`src/hw/rtl/kst_pkg.sv`:
```
// kst_pkg: shared types and constants for the keyed slot table
// field widths of the channels, input kind codes, the decoded operation
// and the command and result records passed between the table's modules
`default_nettype none

package kst_pkg;

  localparam int KIND_W      = 3;
  localparam int KEY_W       = 64;
  localparam int PAYLOAD_W   = 64;
  localparam int COUNT_W     = 5;
  localparam int OVF_W       = 32;
  localparam int QUEUE_DEPTH = 2;

  // input kind codes
  localparam logic [KIND_W-1:0] KIND_INSERT = 3'd0;
  localparam logic [KIND_W-1:0] KIND_REMOVE = 3'd1;
  localparam logic [KIND_W-1:0] KIND_LOOKUP = 3'd2;
  localparam logic [KIND_W-1:0] KIND_RAISE  = 3'd3;
  localparam logic [KIND_W-1:0] KIND_LOWER  = 3'd4;

  // decoded operation; unknown kinds become a no-op
  typedef enum logic [2:0] {
    OP_INSERT,
    OP_REMOVE,
    OP_LOOKUP,
    OP_RAISE,
    OP_LOWER,
    OP_NOP
  } op_t;

  typedef struct packed {
    op_t                  op;
    logic [KEY_W-1:0]     key;
    logic [PAYLOAD_W-1:0] payload;
  } cmd_t;

  typedef struct packed {
    logic                 success;
    logic [PAYLOAD_W-1:0] found_payload;
    logic [COUNT_W-1:0]   count_now;
    logic                 table_full;
    logic                 overflowed;
    logic [OVF_W-1:0]     overflow_now;
    logic                 underflow_error;
  } res_t;

endpackage

`default_nettype wire

```
`src/hw/rtl/kst_in_if.sv`:
```
// kst_in_if: request channel of the keyed slot table
// valid/ready handshake with kind, key and payload; uses kst_pkg
`default_nettype none

interface kst_in_if import kst_pkg::*; ();
  logic                 valid;
  logic                 ready;
  logic [KIND_W-1:0]    kind;
  logic [KEY_W-1:0]     entry_key;
  logic [PAYLOAD_W-1:0] entry_payload;

  modport source (output valid, kind, entry_key, entry_payload, input ready);
  modport sink   (input valid, kind, entry_key, entry_payload, output ready);
endinterface

`default_nettype wire

```
`src/hw/rtl/kst_out_if.sv`:
```
// kst_out_if: result channel of the keyed slot table
// valid/ready handshake with status and lookup data; uses kst_pkg
`default_nettype none

interface kst_out_if import kst_pkg::*; ();
  logic                 valid;
  logic                 ready;
  logic                 success;
  logic [PAYLOAD_W-1:0] found_payload;
  logic [COUNT_W-1:0]   count_now;
  logic                 table_full;
  logic                 overflowed;
  logic [OVF_W-1:0]     overflow_now;
  logic                 underflow_error;

  modport source (output valid, success, found_payload, count_now, table_full,
                  overflowed, overflow_now, underflow_error, input ready);
  modport sink   (input valid, success, found_payload, count_now, table_full,
                  overflowed, overflow_now, underflow_error, output ready);
endinterface

`default_nettype wire

```
`src/hw/rtl/kst_front.sv`:
```
// kst_front: accepts requests, decodes the kind and queues the commands
// depends on kst_pkg and kst_in_if
`default_nettype none

module kst_front import kst_pkg::*; (
  input  wire logic  clk,
  input  wire logic  rst_n,
  kst_in_if.sink     in_chan,
  output logic       q_valid,
  input  wire logic  q_ready,
  output cmd_t       q_cmd
);

  localparam int PTR_W = (QUEUE_DEPTH > 1) ? $clog2(QUEUE_DEPTH) : 1;
  localparam int CNT_W = $clog2(QUEUE_DEPTH + 1);

  cmd_t             q_mem [QUEUE_DEPTH];
  logic [PTR_W-1:0] wr_ptr_r;
  logic [PTR_W-1:0] rd_ptr_r;
  logic [CNT_W-1:0] fill_r;
  logic             push;
  logic             pop;
  op_t              op_dec;

  always_comb begin
    case (in_chan.kind)
      KIND_INSERT: op_dec = OP_INSERT;
      KIND_REMOVE: op_dec = OP_REMOVE;
      KIND_LOOKUP: op_dec = OP_LOOKUP;
      KIND_RAISE:  op_dec = OP_RAISE;
      KIND_LOWER:  op_dec = OP_LOWER;
      default:     op_dec = OP_NOP;
    endcase
  end

  assign in_chan.ready = (fill_r != CNT_W'(QUEUE_DEPTH));
  assign push          = in_chan.valid && in_chan.ready;
  assign q_valid       = (fill_r != '0);
  assign pop           = q_valid && q_ready;
  assign q_cmd         = q_mem[rd_ptr_r];

  // pointer wrap at the queue depth
  function automatic logic [PTR_W-1:0] ptr_inc(input logic [PTR_W-1:0] p);
    if (p == PTR_W'(QUEUE_DEPTH - 1)) begin
      return '0;
    end
    return p + PTR_W'(1);
  endfunction

  always_ff @(posedge clk) begin
    if (!rst_n) begin
      wr_ptr_r <= '0;
      rd_ptr_r <= '0;
      fill_r   <= '0;
    end else begin
      if (push) begin
        wr_ptr_r <= ptr_inc(wr_ptr_r);
      end
      if (pop) begin
        rd_ptr_r <= ptr_inc(rd_ptr_r);
      end
      if (push && !pop) begin
        fill_r <= fill_r + CNT_W'(1);
      end else if (pop && !push) begin
        fill_r <= fill_r - CNT_W'(1);
      end
    end
  end

  always_ff @(posedge clk) begin
    if (push) begin
      q_mem[wr_ptr_r] <= '{op: op_dec, key: in_chan.entry_key,
                           payload: in_chan.entry_payload};
    end
  end

endmodule

`default_nettype wire

```
`src/hw/rtl/kst_back.sv`:
```
// kst_back: slot table and overflow counter; matches keys, then commits
// depends on kst_pkg and kst_out_if
`default_nettype none

module kst_back import kst_pkg::*; #(
  parameter int SLOTS        = 16,
  parameter int KEY_BITS     = 64,
  parameter int PAYLOAD_BITS = 64
) (
  input  wire logic  clk,
  input  wire logic  rst_n,
  input  wire logic  q_valid,
  output logic       q_ready,
  input  wire cmd_t  q_cmd,
  kst_out_if.source  out_chan
);

  localparam int IDX_W = (SLOTS > 1) ? $clog2(SLOTS) : 1;
  localparam int CNT_W = $clog2(SLOTS + 1);

  typedef enum logic {ST_MATCH, ST_EXEC} st_t;

  st_t                     st_r;
  logic [SLOTS-1:0]        valid_r;
  logic [SLOTS-1:0]        valid_nxt;
  logic [KEY_BITS-1:0]     key_r [SLOTS];
  logic [PAYLOAD_BITS-1:0] pay_mem [SLOTS];
  logic [PAYLOAD_BITS-1:0] rd_data_r;
  logic [CNT_W-1:0]        count_r;
  logic [CNT_W-1:0]        count_nxt;
  logic [OVF_W-1:0]        ovf_r;
  logic [OVF_W-1:0]        ovf_nxt;

  op_t                     op_r;
  logic [KEY_BITS-1:0]     key_item_r;
  logic [PAYLOAD_BITS-1:0] pay_item_r;
  logic                    hit_r;
  logic [IDX_W-1:0]        hit_idx_r;
  logic                    free_r;
  logic [IDX_W-1:0]        free_idx_r;

  logic [SLOTS-1:0]        hit_vec;
  logic                    hit_any;
  logic [IDX_W-1:0]        hit_idx;
  logic                    free_any;
  logic [IDX_W-1:0]        free_idx;

  logic                    take;
  logic                    out_free;
  logic                    commit;
  logic                    slot_we;
  logic                    out_valid_r;
  res_t                    out_res_r;
  res_t                    res_nxt;

  assign take     = (st_r == ST_MATCH) && q_valid;
  assign q_ready  = (st_r == ST_MATCH);
  assign out_free = !out_valid_r || out_chan.ready;
  assign commit   = (st_r == ST_EXEC) && out_free;

  // parallel key compare with lowest-index priority
  always_comb begin
    for (int i = 0; i < SLOTS; i++) begin
      hit_vec[i] = valid_r[i] && (key_r[i] == q_cmd.key[KEY_BITS-1:0]);
    end
    hit_any  = |hit_vec;
    free_any = !(&valid_r);
    hit_idx  = '0;
    free_idx = '0;
    for (int i = SLOTS - 1; i >= 0; i--) begin
      if (hit_vec[i]) begin
        hit_idx = IDX_W'(i);
      end
      if (!valid_r[i]) begin
        free_idx = IDX_W'(i);
      end
    end
  end

  always_comb begin
    valid_nxt = valid_r;
    count_nxt = count_r;
    ovf_nxt   = ovf_r;
    slot_we   = 1'b0;
    res_nxt   = '0;
    if (commit) begin
      case (op_r)
        OP_INSERT: begin
          if (free_r) begin
            valid_nxt[free_idx_r] = 1'b1;
            count_nxt             = count_r + CNT_W'(1);
            slot_we               = 1'b1;
            res_nxt.success       = 1'b1;
          end
        end
        OP_REMOVE: begin
          if (hit_r) begin
            valid_nxt[hit_idx_r] = 1'b0;
            count_nxt            = count_r - CNT_W'(1);
            res_nxt.success      = 1'b1;
          end
        end
        OP_LOOKUP: begin
          if (hit_r) begin
            res_nxt.success       = 1'b1;
            res_nxt.found_payload = PAYLOAD_W'(rd_data_r);
          end
        end
        OP_RAISE: begin
          if (ovf_r != '1) begin
            ovf_nxt = ovf_r + OVF_W'(1);
          end
        end
        OP_LOWER: begin
          if (ovf_r == '0) begin
            res_nxt.underflow_error = 1'b1;
          end else begin
            ovf_nxt = ovf_r - OVF_W'(1);
          end
        end
        default: begin
        end
      endcase
    end
    res_nxt.count_now    = COUNT_W'(count_nxt);
    res_nxt.table_full   = (count_nxt == CNT_W'(SLOTS));
    res_nxt.overflowed   = (ovf_nxt != '0);
    res_nxt.overflow_now = ovf_nxt;
  end

  always_ff @(posedge clk) begin
    if (!rst_n) begin
      st_r        <= ST_MATCH;
      valid_r     <= '0;
      count_r     <= '0;
      ovf_r       <= '0;
      out_valid_r <= 1'b0;
    end else begin
      case (st_r)
        ST_MATCH: begin
          if (q_valid) begin
            st_r <= ST_EXEC;
          end
        end
        ST_EXEC: begin
          if (out_free) begin
            st_r <= ST_MATCH;
          end
        end
        default: st_r <= ST_MATCH;
      endcase
      valid_r <= valid_nxt;
      count_r <= count_nxt;
      ovf_r   <= ovf_nxt;
      if (commit) begin
        out_valid_r <= 1'b1;
        out_res_r   <= res_nxt;
      end else if (out_chan.ready) begin
        out_valid_r <= 1'b0;
      end
    end
  end

  always_ff @(posedge clk) begin
    if (take) begin
      op_r       <= q_cmd.op;
      key_item_r <= q_cmd.key[KEY_BITS-1:0];
      pay_item_r <= q_cmd.payload[PAYLOAD_BITS-1:0];
      hit_r      <= hit_any;
      hit_idx_r  <= hit_idx;
      free_r     <= free_any;
      free_idx_r <= free_idx;
    end
    if (slot_we) begin
      key_r[free_idx_r] <= key_item_r;
    end
  end

  // payload store: one write port, one registered read port
  always_ff @(posedge clk) begin
    if (slot_we) begin
      pay_mem[free_idx_r] <= pay_item_r;
    end
    if (take) begin
      rd_data_r <= pay_mem[hit_idx];
    end
  end

  assign out_chan.valid           = out_valid_r;
  assign out_chan.success         = out_res_r.success;
  assign out_chan.found_payload   = out_res_r.found_payload;
  assign out_chan.count_now       = out_res_r.count_now;
  assign out_chan.table_full      = out_res_r.table_full;
  assign out_chan.overflowed      = out_res_r.overflowed;
  assign out_chan.overflow_now    = out_res_r.overflow_now;
  assign out_chan.underflow_error = out_res_r.underflow_error;

endmodule

`default_nettype wire

```
`src/hw/rtl/keyed_slot_table_core.sv`:
```
// keyed_slot_table_core: request decoder and queue in front of the slot table
// a request passes the queue, the key compare in the match state and the slot
//   update in the exec state, which loads the result register
// the slot table takes a new request only after its match-then-commit pass ends;
//   the exec state stalls while the result register is still held
// reset: synchronous, clears valid marks, entry count, overflow counter,
//   queue and result valid flag; keys, payloads and result data are not swept
`default_nettype none

module keyed_slot_table_core import kst_pkg::*; #(
  parameter int SLOTS        = 16,
  parameter int KEY_BITS     = 64,
  parameter int PAYLOAD_BITS = 64
) (
  input  wire logic  clk,
  input  wire logic  rst_n,
  kst_in_if.sink     in_chan,
  kst_out_if.source  out_chan
);

  // decoded commands waiting for the back end
  logic q_valid;
  logic q_ready;
  cmd_t q_cmd;

  // front: takes requests while the back end or the result side stalls, until its queue is full
  kst_front u_front (
    .clk     (clk),
    .rst_n   (rst_n),
    .in_chan (in_chan),
    .q_valid (q_valid),
    .q_ready (q_ready),
    .q_cmd   (q_cmd)
  );

  // back: slot table, counters and result register
  kst_back #(
    .SLOTS        (SLOTS),
    .KEY_BITS     (KEY_BITS),
    .PAYLOAD_BITS (PAYLOAD_BITS)
  ) u_back (
    .clk      (clk),
    .rst_n    (rst_n),
    .q_valid  (q_valid),
    .q_ready  (q_ready),
    .q_cmd    (q_cmd),
    .out_chan (out_chan)
  );

endmodule

`default_nettype wire

```
`src/flat_wrapper.sv`:
```
// flat-port wrapper written by rule: the top's interface ports become plain ports
module keyed_slot_table_core_flat import kst_pkg::*;
#(
  parameter int SLOTS        = 16,
  parameter int KEY_BITS     = 64,
  parameter int PAYLOAD_BITS = 64
)
  (clk, rst_n, in_chan_valid, in_chan_kind, in_chan_entry_key, in_chan_entry_payload, in_chan_ready, out_chan_valid, out_chan_success, out_chan_found_payload, out_chan_count_now, out_chan_table_full, out_chan_overflowed, out_chan_overflow_now, out_chan_underflow_error, out_chan_ready);
  kst_in_if in_chan_i ();
  kst_out_if out_chan_i ();
  input  wire logic clk;
  input  wire logic rst_n;
  input wire logic [$bits(in_chan_i.valid)-1:0] in_chan_valid;
  input wire logic [$bits(in_chan_i.kind)-1:0] in_chan_kind;
  input wire logic [$bits(in_chan_i.entry_key)-1:0] in_chan_entry_key;
  input wire logic [$bits(in_chan_i.entry_payload)-1:0] in_chan_entry_payload;
  output wire logic [$bits(in_chan_i.ready)-1:0] in_chan_ready;
  output wire logic [$bits(out_chan_i.valid)-1:0] out_chan_valid;
  output wire logic [$bits(out_chan_i.success)-1:0] out_chan_success;
  output wire logic [$bits(out_chan_i.found_payload)-1:0] out_chan_found_payload;
  output wire logic [$bits(out_chan_i.count_now)-1:0] out_chan_count_now;
  output wire logic [$bits(out_chan_i.table_full)-1:0] out_chan_table_full;
  output wire logic [$bits(out_chan_i.overflowed)-1:0] out_chan_overflowed;
  output wire logic [$bits(out_chan_i.overflow_now)-1:0] out_chan_overflow_now;
  output wire logic [$bits(out_chan_i.underflow_error)-1:0] out_chan_underflow_error;
  input wire logic [$bits(out_chan_i.ready)-1:0] out_chan_ready;
  assign in_chan_i.valid = in_chan_valid;
  assign in_chan_i.kind = in_chan_kind;
  assign in_chan_i.entry_key = in_chan_entry_key;
  assign in_chan_i.entry_payload = in_chan_entry_payload;
  assign in_chan_ready = in_chan_i.ready;
  assign out_chan_valid = out_chan_i.valid;
  assign out_chan_success = out_chan_i.success;
  assign out_chan_found_payload = out_chan_i.found_payload;
  assign out_chan_count_now = out_chan_i.count_now;
  assign out_chan_table_full = out_chan_i.table_full;
  assign out_chan_overflowed = out_chan_i.overflowed;
  assign out_chan_overflow_now = out_chan_i.overflow_now;
  assign out_chan_underflow_error = out_chan_i.underflow_error;
  assign out_chan_i.ready = out_chan_ready;
  keyed_slot_table_core #(.SLOTS(SLOTS), .KEY_BITS(KEY_BITS), .PAYLOAD_BITS(PAYLOAD_BITS)) u_core (.clk(clk), .rst_n(rst_n), .in_chan(in_chan_i), .out_chan(out_chan_i));
endmodule
```
`config.mk`:
```
export PLATFORM = sky130hd
export DESIGN_NAME = keyed_slot_table_core_flat
export DESIGN_NICKNAME = d
export VERILOG_FILES = /design/src/hw/rtl/kst_pkg.sv /design/src/hw/rtl/kst_in_if.sv /design/src/hw/rtl/kst_out_if.sv /design/src/hw/rtl/kst_front.sv /design/src/hw/rtl/kst_back.sv /design/src/hw/rtl/keyed_slot_table_core.sv /design/src/flat_wrapper.sv
export SDC_FILE = /design/constraint.sdc
export NUM_CORES = 2
export LEC_CHECK = 0
export ABC_CLOCK_PERIOD_IN_PS = 17700
export BUFFER_PORTS_ARGS = -buffer_cell sky130_fd_sc_hd__buf_2
export CORE_AREA = 2 2 555 557
export DETAILED_ROUTE_END_ITERATION = 10
export DIE_AREA = 0 0 557 559
export GPL_TIMING_DRIVEN = 0
export PLACE_DENSITY = 0.61
export SETUP_SLACK_MARGIN = 0.2
export SYNTH_ARGS = -nofsm -noshare
export SYNTH_HDL_FRONTEND = slang
export SYNTH_SLANG_ARGS = --single-unit
```
`constraint.sdc`:
```
create_clock -name clk -period 17.7 [get_ports clk]
set_clock_uncertainty 0.2 [all_clocks]
set_input_delay 0 -clock clk [delete_from_list [all_inputs] [get_ports clk]]
set_output_delay 0 -clock clk [all_outputs]
set_load 0.1 [all_outputs]
```
-- After elaboration in Yosys (flattened, before gate mapping)
Memory sizes are Yosys's and may differ from the RTL's. A register that Yosys moved wholly into a read port is not among the register bits.
Cells that the tools add are included.
- memories kept: 3
- input bits: 135
- bits in writable memories: 2310
- output and inout bits: 107
- bits in registers: 305
- muxes and demuxes: 77
- bitwise logic cells: 4
- $lt $le $gt $ge: 4
- add/subtract/negate cells: 8
- equality and inequality tests: 29
- reduce and logical (&&, ||, !) cells: 44
- memory list (memory ; depth ; width ; read ports ; clocked after Yosys merged registers in ; wr ports ; RTL line ; source):
    u_core.u_back.key_r ; 16 ; 64 ; 16 ; 0 ; 1 ; kst_back.sv:26 ; logic [KEY_BITS-1:0] key_r [SLOTS];
    u_core.u_back.pay_mem ; 16 ; 64 ; 1 ; 1 ; 1 ; kst_back.sv:27 ; logic [PAYLOAD_BITS-1:0] pay_mem [SLOTS];
    u_core.u_front.q_mem ; 2 ; 131 ; 1 ; 1 ; 1 ; kst_front.sv:17 ; cmd_t q_mem [QUEUE_DEPTH];
- operators with widths (kind ; count):
    equality test 64 bit ; 16
    two-way mux 32 bit ; 3
    two-way mux 4 bit ; 24
    two-way mux 65 bit ; 1
    one-hot mux 32 bit (2 select lines) ; 1
    adder 32 x 1 -> 32 bit (second input constant) ; 1
    logical NOT 32 bit ; 1
    two-way mux 16 bit ; 2
    inequality test 32 bit (second input constant) ; 1
    one-hot mux 16 bit (2 select lines) ; 1
    nonzero test 32 bit ; 1
    subtractor 32 x 1 -> 32 bit (second input constant) ; 1
    two-way mux 1 bit ; 28
    logical AND 1 bit ; 23
    bitwise AND 16 bit ; 1
    NOT 16 bit ; 1
    bitwise OR 16 bit ; 1
    AND reduction 16 bit ; 1
    OR reduction 16 bit ; 1
    two-way mux 5 bit ; 3
    one-hot mux 3 bit (5 select lines) ; 1
    equality test 3 x 2 -> 1 bit (second input constant) ; 4
    two-way mux 3 bit ; 4
    < comparator 4 x 5 -> 1 bit (second input constant) ; 2
    23 further kinds ; 43

-- Depth between registers and ports, before layout
An unclocked memory read counts as a cell.
- depth after elaboration: 19
- gate-level depth with buffers: 22
- gate-level depth less buffers: 15

-- Modules after synthesis
A second synthesis with hierarchy kept.
- cell total of the unflattened synthesis: 7199
- area total of the unflattened synthesis: 112245.2 um2
- modules (own cells, without submodules) (module ; cells an instance ; area each (um2) ; instances ; seq. area each (um2)):
    kst_back ; 6764 ; 102156.7 ; 1 ; 71909.0
    kst_front ; 435 ; 10088.4 ; 1 ; 7967.6

-- Worst setup path after synthesis
OpenSTA, ideal clock, no wires.
- path type: register to register
- start: register u_core.u_back.out_valid_r (netlist: u_core.u_back.out_chan.valid)
- end: register u_core.u_back.valid_r[0]
- path buffers: 1
- cell stages (with the launch flop): 8
- setup slack: 5585 ps
- required time: 17402 ps
- clock period less this slack: 12115 ps
- arrival time: 11818 ps
- path through: dfxtp_1 nand2b_1 and2_1 clkbuf_1 nand2_1 or4_1 nor3_1 o221a_2
- longest elaborated chain between the ends: 4
- ends and longest elaborated chain (item ; RTL line ; source):
    start, declared ; kst_back.sv:52 ; logic out_valid_r;
    start signal, assigned ; kst_back.sv:137 ; out_valid_r <= 1'b0;
    start signal, assigned ; kst_back.sv:156 ; out_valid_r <= 1'b1;
    start signal, assigned ; kst_back.sv:159 ; out_valid_r <= 1'b0;
    logical NOT 1 bit ; kst_back.sv:58 ; assign out_free = !out_valid_r || out_chan.ready;
    logical OR 1 bit ; kst_back.sv:58 ;
    logical AND 1 bit ; kst_back.sv:59 ; assign commit = (st_r == ST_EXEC) && out_free;
    AND reduction 4 bit (no line) ; - ;
    end signal, assigned ; kst_back.sv:152 ; valid_r <= valid_nxt;
    end, declared ; kst_back.sv:24 ; logic [SLOTS-1:0] valid_r;
Every way passes these cells.
A chain may end at the register's enable or synchronous reset.

==> impl_metrics.ini <==
[power]
p_leak_nw = 40.0
seqPwrFrac_pct = 51.2
power.density_nw_per_um2 = 143
vdd_drop_max_uv = 112
p_int_mw = 12.3
netSwitchingPower_mw = 5.90
pwr-share-clk_pct = 31.5
p_comb_share_pct = 17.3
swShare_pct = 32.4

[worst_setup_path]
cp_data_required_time_ns = 18.12
cp-end-kind = flop
arrival_ns = 9.41
start_kind = flop
critical_path_class = flop to flop
cp_max_fo = 10

[sta]
rsz0062_at_grt = no
finalMaxSlewViolations = 258
setup_tns_ns = 0
fmax_ghz = 0.111
hold_viol_final = 0
setup_viol = 0
finalCritPeriodShare_pct = 50.8
worst_pin_slew_ns = 1.63
whs_ns = 0.162
relSlewSlack_pct = -8.72
period_minus_slack_ns = 8.99

[global_routing]
grt_pass1_vias = 59900
grt_max_degree = 81
antenna_found_initial = 48
grt_pass1_wl_mm = 463
grt-ovfl-total = 0
grt_use_total_pct = 21.0

[floorplanning]
core_area_um2 = 305000
num_rows = 203
design.die.area_um2 = 311000
start_util_pct = 34.9
ios = 242
die_h_um = 559
die_x_um = 557

[yosys]
syn_area_um2 = 106000
synthArstFlopShare_pct = 0
synth_cell_type_count = 71
synthesis.nets = 6369
synth_seq_cells = 2680
syn_area_per_cell_um2 = 17.1
synth_edf_count = 2620
syn_inst = 6228
ys_warn_count = 0
synth_ff_type = edfxtp_1
yosysSeqAreaShare_pct = 75.1

[status]
status = finished, violations left
violations = capacitance limit, slew limit

[placed_design]
gp_congestion = 0.939
port_buffers = 240
dp_cells = 10700
dpl-instance-area_um2 = 116000
dpl.hpwl_mm = 222

[clock_tree]
path_clk_slew_ns = 0.06
clock_sinks = 2680
ctsRootBufferMaster = clkbuf_16
cts_resized = 0
cts-hold-fix-buffers = 268
worstSkewPairLatency_ns = 0.89
htree_num_levels = 5
clockBufferDepth = 4
cts_setup_buffers = 0
cts_tree = built
cts_buffers = 286

[layout]
layout-drive-gt1-share_pct = 16.5
post-route-cell-area_um2 = 127000
area_delta_synth_final_pct = 19.7
final_cell_count_no_fill = 11500
final_nets = 7322
nFillCells = 27000

[route]
routed_wirelength_mm = 338
remaining_drc_errors = 0
vias = 61300
drtPass1Iterations = 6
wl_per_cell_um = 29.4
drt-initial-drc-count = 8368
postRouteAntennaNets = 0
viasPerCell = 5.33

[flow_run]
cap_violations = 16

[min_path]
min_path_type = primary input to flop
metrics by stage:
| step | total power, mW | utilization, % | setup slack (ns) |
|---|---|---|---|
| global placement | 12.4 | 37.0 | -4.27 |
| global route | 18.6 | 41.7 | 8.73 |
| floorplan | 10.5 | - | 5.58 |
| detailed placement | 12.4 | 37.9 | 8.95 |
| CTS | 18.2 | 41.7 | 8.85 |
| finish | 18.2 | 41.7 | 8.71 |
final cells by class:
cell class                      instances  area, um^2  share of cell area, %
Buffer                                266        1530                   1.20
Sequential cell                      2680       79900                   62.7
Inverter                               99         379                  0.298
Clock inverter                        145        1150                  0.906
Tap cell                             4100        5130                   4.03
Timing Repair Buffer                  665        6760                   5.31
Antenna cell                           12        30.0                 0.0236
Multi-Input combinational cell       3183       24800                   19.5
Clock buffer                          359        7660                   6.02
cells by family after synthesis:
logic type	count (synthesis)	synth area share, %
buf+inv	365	1.79
flops	2680	75.1
fa+ha+maj	6	0.0706
compound gates	578	3.66
mux	707	7.31
simple gates	1009	4.84
xor+xnor	883	7.27
final timing paths:
| path | from | slack (ns) | endpoint | cells past startpoint |
|---|---|---|---|---|
| worst max-delay path | flop | 8.71 | u_core.u_back.rd_data_r[58] | 21 |
| worst min-delay path | rst_n | 0.16 | u_core.u_back.ovf_r[22] | 4 |
| worst max register to register | flop | 8.71 | u_core.u_back.rd_data_r[58] | 21 |
| worst min register to register | u_core.u_back.rd_data_r[52] | 0.31 | u_core.u_back.out_chan.found_payload[52] | 1 |
power groups by stage:
stage / combinational [mW] / clock (mW) / sequential, mW
2_1_floorplan: 1.49 / 0 / 8.97
4_1_cts: 3.09 / 5.80 / 9.29
5_1_grt: 3.25 / 6.05 / 9.33
6_report: 3.15 / 5.75 / 9.33
3_3_place_gp: 2.77 / 0 / 9.60
3_5_place_dp: 3.03 / 0 / 9.41
layout by cell type, fill, tap and decap left out, types with 30 or more instances in the layout:
cell type	n
and2_1	88
inv_1	97
nand2_1	197
o22ai_1	93
nor4_1	186
nand4_1	111
nor3_1	46
dfxtp_1	60
edfxtp_1	2620
buf_4	41
buf_12	53
clkbuf_1	138
mux2_1	50
nor2_1	217
mux2i_4	32
a221oi_1	30
dlygate4sd3_1	268
mux2_2	184
clkbuf_16	292
buf_6	88
o21ai_0	91
o221ai_1	86
o21ai_1	31
clkinv_2	46
mux2i_1	437
xnor2_1	667
a21oi_1	124
buf_16	40
buf_2	335
clkinv_1	58
xor2_1	216
nand3_1	57
synth_stat cells, types with 6 or more instances:
cell type | count | area share, %
and2_1 | 88 | 0.52
nor3_1 | 50 | 0.24
nor4_1 | 190 | 1.1
a22o_1 | 11 | 0.091
xor2_1 | 216 | 1.8
nor2b_1 | 28 | 0.16
o221ai_1 | 86 | 0.71
clkbuf_1 | 82 | 0.29
buf_1 | 18 | 0.063
xnor2_1 | 667 | 5.5
mux2i_1 | 437 | 4.1
o221a_2 | 16 | 0.17
o2bb2ai_1 | 6 | 0.049
a221oi_1 | 30 | 0.25
o2111ai_1 | 7 | 0.058
buf_4 | 34 | 0.24
mux2_2 | 184 | 1.9
nand2b_1 | 10 | 0.059
a31oi_1 | 6 | 0.035
o22ai_1 | 93 | 0.55
nor2_1 | 230 | 0.81
o21ai_1 | 31 | 0.15
edfxtp_1 | 2620 | 74
a21oi_1 | 124 | 0.58
nand2_1 | 197 | 0.69
buf_6 | 37 | 0.39
or3_1 | 13 | 0.076
a211oi_1 | 13 | 0.092
inv_1 | 98 | 0.35
mux2i_4 | 31 | 0.66
buf_2 | 93 | 0.44
a2111oi_0 | 6 | 0.049
o21ai_0 | 91 | 0.43
a22oi_1 | 14 | 0.099
mux2_1 | 50 | 0.53
ha_1 | 6 | 0.071
or4_1 | 7 | 0.049
and3_1 | 11 | 0.065
nand3_1 | 57 | 0.27
dfxtp_1 | 60 | 1.1
o31ai_1 | 10 | 0.071
nand4_1 | 111 | 0.65
critical path, cell delays in order, from the launching register on:
cell	delay [ns]
dfxtp_1	0.33
buf_6	0.30
buf_6	0.26
buf_4	0.36
mux2i_1	0.41
buf_2	0.67
buf_2	0.52
xnor2_1	0.14
nor4_1	1.12
nand4_1	0.25
nor3_1	0.91
nand3_1	0.24
nand4_1	0.23
nor2_1	0.08
o21ai_1	0.25
inv_2	0.09
nand2_1	0.18
buf_2	0.48
buf_2	0.42
clkbuf_1	0.56
o221ai_1	0.31
mux2_2	0.34
sequential cells by signal, summed over array words and instances, names as in the netlist, 2 cells and up, named ones only:
| register | count |
|---|---|
| u_core.u_back.pay_mem | 1024 |
| u_core.u_back.op_r | 3 |
| u_core.u_back.rd_data_r | 64 |
| u_core.u_front.q_mem | 262 |
| u_core.u_back.count_r | 5 |
| u_core.u_back.ovf_r | 32 |
| u_core.u_back.key_r | 1024 |
| u_core.u_back.valid_r | 16 |
| u_core.u_back.key_item_r | 64 |
| u_core.u_back.out_chan.count_now | 5 |
| u_core.u_back.out_chan.overflow_now | 32 |
| u_core.u_back.free_idx_r | 4 |
| u_core.u_back.pay_item_r | 64 |
| u_core.u_back.hit_idx_r | 4 |
| u_core.u_front.fill_r | 2 |
| u_core.u_back.out_chan.found_payload | 64 |
metal layers:
layer  routed length [um]  up-vias  GRT usage [%]  share of wire, %
li1                     -    25800              -                 -
met1               133000    31400           28.0                39
met2               157000     3424           33.9                47
met3                30900      706           3.37               9.1
met4                16800       10           9.25               5.0
met5                   64        -              0             0.019
(Power assumes the default switching activity.)
